--- src/design/assert_macros.svh ---
// Assertion macros used by the controller of the LED cube scan driver.
`ifndef ASSERT_MACROS_SVH
`define ASSERT_MACROS_SVH
`ifndef SYNTHESIS
`define ASSERT_CHECK(name, clk, rst, prop) \
   name: assert property (@(posedge clk) disable iff (rst) prop) \
      else $error("assertion failed");
`define ASSERT_NEVER(name, clk, rst, expr) \
   name: assert property (@(posedge clk) disable iff (rst) !(expr)) \
      else $error("forbidden condition seen");
`else
`define ASSERT_CHECK(name, clk, rst, prop)
`define ASSERT_NEVER(name, clk, rst, expr)
`endif
`endif

--- src/design/lcbsd_pkg.sv ---
// Shared constants, codes and interface types of the LED cube scan driver.
`default_nettype none
package lcbsd_pkg;

   localparam int CUBE_SIDE    = 8;
   localparam int LED_COUNT    = 512;
   localparam int CHANNEL_BITS = 8;

   localparam int ADDR_W   = $clog2(LED_COUNT);
   localparam int PTR_W    = ADDR_W + 1;
   localparam int COLOR_W  = 24;
   localparam int LAYER_W  = $clog2(CUBE_SIDE);
   localparam int WEIGHT_W = $clog2(CHANNEL_BITS);
   localparam int UNIT_W   = 16;
   localparam int DWELL_W  = 24;
   localparam int PHASE_W  = 6;
   localparam int ROW_SHIFT = $clog2(CUBE_SIDE * CUBE_SIDE);

   localparam int SHIFT_PHASES = 6 * CUBE_SIDE;
   localparam logic [PHASE_W-1:0] PH_START      = PHASE_W'(0);
   localparam logic [PHASE_W-1:0] PH_SHIFT_LAST = PHASE_W'(SHIFT_PHASES);
   localparam logic [PHASE_W-1:0] PH_LATCH      = PHASE_W'(SHIFT_PHASES + 1);
   localparam logic [PHASE_W-1:0] PH_DWELL      = PHASE_W'(SHIFT_PHASES + 2);
   localparam logic [PHASE_W-1:0] PH_OFF        = PHASE_W'(SHIFT_PHASES + 3);

   localparam logic [CUBE_SIDE-1:0] LAYER_MASK = {CUBE_SIDE{1'b1}};
   localparam int RSP_W = 3 + CUBE_SIDE;
   localparam int RSP_TDATA_W = ((RSP_W + 7) / 8) * 8;
   localparam int REQ_FIELDS_W = ADDR_W + COLOR_W;
   localparam int REQ_TDATA_W = ((REQ_FIELDS_W + 7) / 8) * 8;

   typedef enum logic [1:0] {
      KIND_WRITE = 2'd0,
      KIND_SWAP  = 2'd1,
      KIND_CLEAR = 2'd2,
      KIND_TICK  = 2'd3
   } kind_type;

   typedef struct packed {
      logic write_pixel;
      logic swap;
      logic clear_start;
      logic clear_step;
      logic clear_all;
      logic tick;
      logic load_rsp;
   } cmd_type;

   typedef struct packed {
      logic need_read;
      logic clear_last;
   } status_type;

endpackage
`default_nettype wire

--- src/design/lcbsd_ctrl.sv ---
// Controller: input handshake, bank clearing sweeps, read wait and result valid.
`default_nettype none
`include "assert_macros.svh"
module lcbsd_ctrl (
   input  wire logic                  clock,
   input  wire logic                  reset,
   input  wire logic                  req_tvalid,
   output logic                       req_tready,
   input  wire logic [1:0]            req_tuser,
   output logic                       rsp_tvalid,
   input  wire logic                  rsp_tready,
   output lcbsd_pkg::cmd_type         cmd,
   input  wire lcbsd_pkg::status_type status
);

   typedef enum logic [1:0] {
      ST_INIT,
      ST_IDLE,
      ST_TICK_READ,
      ST_CLEAR
   } state_type;

   state_type          state_ff, state_in;
   logic               rsp_valid_ff, rsp_valid_in;
   logic               accept;
   lcbsd_pkg::kind_type kind;

   assign kind       = lcbsd_pkg::kind_type'(req_tuser);
   assign req_tready = (state_ff == ST_IDLE) && (!rsp_valid_ff || rsp_tready);
   assign accept     = req_tvalid && req_tready;

   always_comb begin
      cmd          = '0;
      state_in     = state_ff;
      rsp_valid_in = rsp_valid_ff && !rsp_tready;

      unique case (state_ff)
         ST_INIT: begin
            cmd.clear_step = 1'b1;
            cmd.clear_all  = 1'b1;
            if (status.clear_last) begin
               state_in = ST_IDLE;
            end
         end
         ST_IDLE: begin
            if (accept) begin
               unique case (kind)
                  lcbsd_pkg::KIND_WRITE: begin
                     cmd.write_pixel = 1'b1;
                     cmd.load_rsp    = 1'b1;
                  end
                  lcbsd_pkg::KIND_SWAP: begin
                     cmd.swap     = 1'b1;
                     cmd.load_rsp = 1'b1;
                  end
                  lcbsd_pkg::KIND_CLEAR: begin
                     cmd.clear_start = 1'b1;
                     state_in        = ST_CLEAR;
                  end
                  lcbsd_pkg::KIND_TICK: begin
                     // A data bit waits in ST_TICK_READ for the registered frame bank read.
                     if (status.need_read) begin
                        state_in = ST_TICK_READ;
                     end else begin
                        cmd.tick     = 1'b1;
                        cmd.load_rsp = 1'b1;
                     end
                  end
                  default: ;
               endcase
            end
         end
         ST_TICK_READ: begin
            cmd.tick     = 1'b1;
            cmd.load_rsp = 1'b1;
            state_in     = ST_IDLE;
         end
         ST_CLEAR: begin
            cmd.clear_step = 1'b1;
            if (status.clear_last) begin
               cmd.load_rsp = 1'b1;
               state_in     = ST_IDLE;
            end
         end
         default: state_in = ST_IDLE;
      endcase

      if (cmd.load_rsp) begin
         rsp_valid_in = 1'b1;
      end
   end

   always_ff @(posedge clock) begin
      if (reset) begin
         state_ff     <= ST_INIT;
         rsp_valid_ff <= 1'b0;
      end else begin
         state_ff     <= state_in;
         rsp_valid_ff <= rsp_valid_in;
      end
   end

   assign rsp_tvalid = rsp_valid_ff;

   `ASSERT_CHECK(a_busy_blocks_input, clock, reset, (state_ff != ST_IDLE) |-> !req_tready)
   `ASSERT_CHECK(a_read_wait_one_cycle, clock, reset, (state_ff == ST_TICK_READ) |=> (state_ff == ST_IDLE && rsp_valid_ff))
   `ASSERT_CHECK(a_clear_ends_with_word, clock, reset, (state_ff == ST_CLEAR && status.clear_last) |=> (state_ff == ST_IDLE && rsp_valid_ff))
   `ASSERT_NEVER(a_no_write_during_sweep, clock, reset, cmd.write_pixel && cmd.clear_step)

endmodule
`default_nettype wire

--- config.mk ---
export PLATFORM = sky130hd
export DESIGN_NAME = lcbsd_ctrl
export DESIGN_NICKNAME = d
export VERILOG_FILES = /design/src/design/lcbsd_pkg.sv /design/src/design/lcbsd_ctrl.sv
export VERILOG_INCLUDE_DIRS = /design/src /design/src/design
export SDC_FILE = /design/constraint.sdc
export NUM_CORES = 1
export LEC_CHECK = 0
export ABC_AREA = 1
export BUFFER_PORTS_ARGS = -buffer_cell sky130_fd_sc_hd__buf_2
export CAP_MARGIN = 25
export CORE_AREA = 2 2 39 41
export CTS_CLUSTER_DIAMETER = 60
export CTS_CLUSTER_SIZE = 12
export DETAILED_ROUTE_END_ITERATION = 10
export DIE_AREA = 0 0 41 43
export PLACE_DENSITY_LB_ADDON = 0.12
export SYNTH_ARGS = -nofsm -noshare
export SYNTH_HDL_FRONTEND = slang
export SYNTH_SLANG_ARGS = --single-unit
--- constraint.sdc ---
create_clock -name clock -period 1.5 [get_ports clock]
set_clock_uncertainty 0.05 [all_clocks]
set_input_delay 0.075 -clock clock [delete_from_list [all_inputs] [get_ports clock]]
set_output_delay 0.075 -clock clock [all_outputs]
set_load 0.01 [all_outputs]
Yosys cells after proc, flatten, opt, wreduce, memory -nomap -nowiden
Index checks and enable logic that the tools add are counted.
W data, S select, Z words.
Operators by class
  eq/ne operators: 10
  multiplexer cells: 20
  reductions and logical operators: 11
Operators by type and width (count)
  $mux W2: 5
  $eq A2 B2 Y1 const B: 4
  $mux W1: 8
  $mux W3: 2
  $pmux W2 S3: 1
  $eq A2 B1 Y1 const B: 2
  $logic_not A2 Y1: 2
  $pmux W1 S2: 2
  $pmux W2 S2: 1
  $reduce_and A4 Y1: 1
  $reduce_or A2 Y1: 2
  $logic_and A1 B1 Y1: 3
  $ne A3 B1 Y1 const B: 1
  $ne A3 B3 Y1 const B: 1
  $pmux W1 S3: 1
  $logic_not A1 Y1: 2
  $ne A2 B1 Y1 const B: 1
  $ne A2 B2 Y1 const B: 1
  $logic_or A1 B1 Y1: 1
Storage, ports and cells
  register bits after elaboration: 3
  output and inout bits: 9
  word-level logic and storage cells: 43

Logic depth before layout (Yosys ltp)
Gate-level depths: netlist (run 1).
  word-level depth: 7
  mapped depth: 8
  mapped depth without buffers: 8

Worst setup path before layout (run 1)
OpenSTA, ideal clock, no wires.
  kind: register -> output
  start point: reg state_ff[1]
  end point: out cmd[5] (netlist name)
  data arrival time: 1246 ps
  required time: 1375 ps
  setup slack: 129 ps
  cell stages (with the launch flop): 7
  path buffers: 0
  path through: dfxtp_1 -> inv_1 -> ha_1 -> inv_2 -> a21oi_2 -> nand2_1 -> nor3b_1
RTL lines
  from (decl): RTL line lcbsd_ctrl.sv:23  | state_type state_ff, state_in;
  from (signal assigned): RTL line lcbsd_ctrl.sv:98  | state_ff <= state_in;
  to (decl): RTL line lcbsd_ctrl.sv:12  | output lcbsd_pkg::cmd_type cmd,

==> results of run 1 <==
==> power groups by stage <==
stage | registers, W | clock network, W | logic [W]
global placement | 0.000116 | 0 | 0.000325
CTS | 0.000127 | 0.000147 | 0.000381
global route | 0.000134 | 0.000161 | 0.000466
finish | 0.000129 | 0.000141 | 0.000414
detailed placement | 0.000117 | 0 | 0.000321
floorplan | 0.000122 | 0 | 0.000206
==> sequential cells by signal (all words and copies together), names as in the netlist <==
signal,cells
state_ff,2
rsp_tvalid,1
==> worst max path at each step <==
stage | start | to | cells past startpoint
2_1_floorplan | state_ff[1] | cmd[5] | 6
3_3_place_gp | state_ff[1] | cmd[1] | 9
3_5_place_dp | state_ff[0] | cmd[1] | 8
4_1_cts | state_ff[1] | cmd[1] | 9
5_1_grt | state_ff[1] | cmd[1] | 9
6_report | state_ff[1] | cmd[1] | 9
==> repair_timing <==
| item | in CTS | in global routing |
|---|---|---|
| resized for setup | 9 | 6 |
| setup buffers | 2 | 1 |
| hold endpoints to repair | 1 | 0 |
| endpoints found under the setup margin | 4 | 5 |
| pin swaps | 2 | 5 |
| hold buffers | 1 | 0 |
==> cells in the final DEF, fill, tap and decap left out <==
cell type	count
buf_2	15
nand2_1	10
inv_1	6
nor2_1	6
buf_4	4
a21oi_1	3
ha_1	3
clkbuf_4	3
inv_2	2
nand3_1	2
nand2_2	2
a21oi_2	2
nand4_1	1
inv_4	1
a21oi_4	1
nor3b_2	1
nor2_4	1
nor2_2	1
nor3_1	1
ha_4	1
clkbuf_1	1
dlygate4sd3_1	1
buf_6	1
dfxtp_1	1
dfxtp_4	1
dfxtp_2	1
==> cells by family after synthesis <==
kind of cell | count (synthesis) | synth area share
compound gates | 6 | 0.142
fa+ha+maj | 4 | 0.172
buf+inv | 9 | 0.116
flops | 3 | 0.206
simple gates | 25 | 0.365
==> through the flow <==
step	total power, W	setup slack [ns]
after floorplan	0.000328	0.129
after detailed placement	0.000439	0.111
after global placement	0.000441	0.104
final	0.000685	0.0306
after CTS	0.000655	-0.00816
after global routing	0.000760	-0.0849
==> cell type report <==
type                            count  area (um^2)
Timing Repair Buffer               21          126
Tap cell                           16         20.0
Clock buffer                        4         26.3
Inverter                            9         36.3
Multi-Input combinational cell     35          235
Fill cell                         165          875
Sequential cell                     3         65.1
==> metal layers <==
| metal | vias up | global-route usage | wire, um |
|---|---|---|---|
| met1 | 169 | 0.125 | 340 |
| met2 | 13 | 0.172 | 432 |
| met3 | 2 | 0.0785 | 72 |
| met4 | 0 | 0.0400 | 9 |
| li1 | 197 | - | - |
| met5 | - | 0 | 0 |
==> worst register-to-register path, delay by kind of cell, from the launching register on <==
family	cells	cell delay (ns)
buffers and inverters	2	0.18
adder cells (fa/ha/maj)	1	0.29
AO/OA/AOI/OAI	1	0.18
flip-flops	1	0.32
AND/OR/NAND/NOR	4	0.26
==> cells in the mapped netlist (all sizes together) <==
library cell / count / area, um^2
nor3b: 1 / 7.51
nand4: 1 / 6.26
nor2: 8 / 32.5
nand2: 12 / 45.0
nor3: 1 / 5.00
ha: 4 / 50.1
a21oi: 6 / 41.3
inv: 9 / 33.8
dfxtp: 3 / 60.1
nand3: 2 / 10.0
==> results.cfg, run 1 <==
[run_status]
status = finished clean

[hold_path]
hold_end = rsp_tvalid
min_path_type = input port to register
hp-start = rsp_tready
whs_path_depth = 4

[power_and_ir_drop]
clkPwrFrac = 0.206
switching_share = 0.423
vdd_ir_drop_max_mv = 0.503
seqPwrFrac = 0.189
p_sw_w = 0.000290
p_leak_nw = 0.270
powerDensity_nw_per_um2 = 1340
combPwrFrac = 0.605
intPower_w = 0.000395

[timing]
worst_slew_pin_slew_ns = 0.194
grt_setup_unrepaired = yes
tns_ns = 0
slew_viol_final = 0
maxSlewHeadroom = 0.871
finalSetupViolCount = 0
timing.fmax_mhz = 681
holdWs_ns = 0.141
finalCritPeriodShare = 0.980
final-hold-violation-count = 0
period_minus_slack_ns = 1.47

[finish]
post-route-util = 0.368
diodes = 0
stdcell_area_um2 = 509
drive_gt1_frac = 0.514
area_growth_syn_to_layout_pct = 74.7
nNetsFinal = 85
final_cells = 88

[placed_design]
place.detailed.hpwl_um = 619
place_congestion = 0.707
post_dp_cell_area_um2 = 399
io_buffer_count = 16
place_inst = 80

[worst_setup_path]
arrival_ns = 1.34
r2r-end = state_ff[0]
crit_path_max_fanout = 3
r2r_slack_ns = 0.12
crit_buf_inv = 3
cp-end-kind = output pin
cp_slowest_cell = dfxtp_2
crit_family = simple AND/OR/NAND/NOR gates
crit_type = register to output pin
r2r-start = state_ff[1]
crit_chain = inv_2 > ha_4 > inv_4 > nor2_4 > nand2_1 > nor2_2 > nor2_1 > nor2_1 > buf_2
timing.reg2reg.worst_path_depth = 8
cp_common_cell = nor2_1
start_kind = register
cp.required_ns = 1.37
critPathMaxStageDelay_ns = 0.31

[floorplan]
ios = 17
initial_utilization = 0.211
fp.dieW_um = 41
die_h_um = 43
coreArea_um2 = 1380
die_area_um2 = 1760
rows = 14

[synth]
syn-num-nets = 59
syn_inst = 47
yosys_warnings = 0
syn-cell-area_um2 = 292
ys_ff_latch = 3
synth.avg_cell_area_um2 = 6.20
synth_cell_types = 13
synth.yosys.seq_area_share = 0.206

[clocking]
htree_levels = 1
cts.sinks = 3
cts_buffers = 3
clock-root-buffer = clkbuf_4
clk_path_buf_depth = 2
clkTransAtPathRegs_ns = 0.04
cts_tree = done
insertion_delay_ns = 0.23

[grt]
grt_antenna_before_repair = 0
grt_overflow = 0
grt_pass1_wl_um = 1300
grt_usage = 0.115
grt_pass1_vias = 332
grt_max_degree = 6

[drt]
dr.pass1.iters = 2
postRouteAntennaNets = 0
routed_wl_um = 855
drt-initial-drc-count = 2
vias = 381
wl_per_cell_um = 9.72
drcViolationCount = 0
via_per_inst = 4.33

[flow_run]
cap_violations = 0
Note: power is estimated with default switching activity, not from simulation.
==> run 2, diff against run 1 <==
CAP_MARGIN = 20   (was 25)
SKIP_LAST_GASP = 1   (was unset)
clock period = 1.73 ns   (was 1.5 ns; I/O delays follow)
==> run 2 against run 1 <==
  * Non-clock buffer count is 4 lower
  * Critical path depth is the same
  * Routed wire length fell by 11%
  * Cell area down 10%
==> results.cfg, run 2 (synthesis results as in run 1) <==
[run_status]
status = finished clean

[timing]
period_minus_slack_ns = 1.57
timing.fmax_mhz = 638
tns_ns = 0
finalSetupViolCount = 0
grt_setup_unrepaired = no
worst_slew_pin_slew_ns = 0.186
timing.final.ws_setup_ns = 0.163
final-hold-violation-count = 0
slew_viol_final = 0
finalCritPeriodShare = 0.906
maxSlewHeadroom = 0.876

[finish]
drive_gt1_frac = 0.412
post-route-util = 0.330
mostFrequentLayoutCells = buf_2 (16), nand2_1 (11), inv_1 (7), nor2_1 (7)
largest_register_ff_count = 2
diodes = 0
final_cells = 84
top_register = state_ff
area_growth_syn_to_layout_pct = 56.7
layout_commonest_cell = buf_2
nNetsFinal = 81

[drt]
vias = 352
drt-initial-drc-count = 2
wl_per_cell_um = 9.11
postRouteAntennaNets = 0
via_per_inst = 4.19
dr.pass1.iters = 4
drcViolationCount = 0
routed_wl_um = 765

[grt]
grt_antenna_before_repair = 0
use_met2 = 0.175
grt-busiest-layer = met2
grt_pass1_vias = 324
grt_usage = 0.102
grt_max_degree = 6
grt_overflow = 0
met3_usage = 0
grt_pass1_wl_um = 1210
use_met1 = 0.109

[worst_setup_path]
critPathMaxStageDelay_ns = 0.35
r2r-start = state_ff[1]
timing.reg2reg.worst_path_depth = 8
arrival_ns = 1.43
cp_common_cell = nor2_1
cp-end-kind = output pin
crit_type = register to output pin
cp.required_ns = 1.59
crit_path_max_fanout = 4
crit_family = flip-flops
r2r_slack_ns = 0.37
r2r-end = state_ff[0]
crit_buf_inv = 3
start_kind = register
cp_slowest_cell = dfxtp_1
crit_chain = inv_2 > ha_4 > inv_2 > a21oi_4 > nand2_2 > nor2_1 > nor2_1 > nor2_1 > buf_2

[placed_design]
place_congestion = 0.635
io_buffer_count = 16
dpl_worst_slack_ns = 0.298
place.detailed.hpwl_um = 572
place_inst = 79

[floorplan]
initial_utilization = 0.211
coreArea_um2 = 1380
rows = 14
die_area_um2 = 1760
ios = 17
fp.dieW_um = 41
die_h_um = 43

[clocking]
clock-root-buffer = clkbuf_4
cts_buffers = 3
insertion_delay_ns = 0.23
cts_tree = done
clkTransAtPathRegs_ns = 0.04
cts_setup_buffers = 0
htree_levels = 1
clk_path_buf_depth = 2
cts.sinks = 3

[hold_path]
whs_path_depth = 4
hp-start = rsp_tready
hold_end = rsp_tvalid
min_path_type = input port to register

[flow_run]
cap_violations = 0

[power_and_ir_drop]
p_leak_nw = 0.248
vdd_ir_drop_max_mv = 0.210
total_power_w = 0.000527
powerDensity_nw_per_um2 = 1150
==> run 2: metal layers <==
layer	vias up	share of wire
li1	189	-
met4	0	0
met2	8	0.55
met3	0	0.039
met5	-	0
met1	155	0.41
==> run 2: area by class of cell <==
type,instances,area (um^2)
inverter,9,33.8
sequential,3,61.3
multi-input combinational,35,225
tap,16,20.0
timing repair buffer,17,90.1
clock buffer,4,26.3
fill,173,927
==> run 2: what timing repair did <==
item | 4_1_cts | 5_1_grt
setup endpoints to repair | 0 | 4
hold buffers | 1 | 0
endpoints found under the hold margin | 1 | 0
resized for setup | 0 | 7
==> run 2: worst max-delay path by stage <==
stage | start | endpoint | slack [ns] | cells after the start
CTS | state_ff[1] | cmd[1] | 0.04 | 9
detailed placement | state_ff[1] | cmd[1] | 0.30 | 9
finish | state_ff[1] | cmd[1] | 0.16 | 9
floorplan | state_ff[1] | cmd[5] | 0.35 | 6
global placement | state_ff[1] | cmd[1] | 0.29 | 9
global route | state_ff[1] | cmd[1] | 0.004 | 9
==> run 2: worst min-delay path: cells and delay by family <==
| kind | cells | cell delay, ns |
|---|---|---|
| AO/OA/AOI/OAI | 1 | 0.07 |
| AND/OR/NAND/NOR | 1 | 0.11 |
| buffers and inverters | 2 | 0.13 |
==> run 2: metrics by stage <==
stage	cell area, um^2	hold WS, ns
finish	457	0.157
global route	457	0.167
CTS	428	0.130
detailed placement	392	0.213
global placement	392	0.210
floorplan	292	0.0989
==> run 2: where the power goes <==
group	internal, W	switching (W)
combinational	0.000117	0.000167
sequential	0.0000894	0.0000259
clock	0.0000867	0.0000404
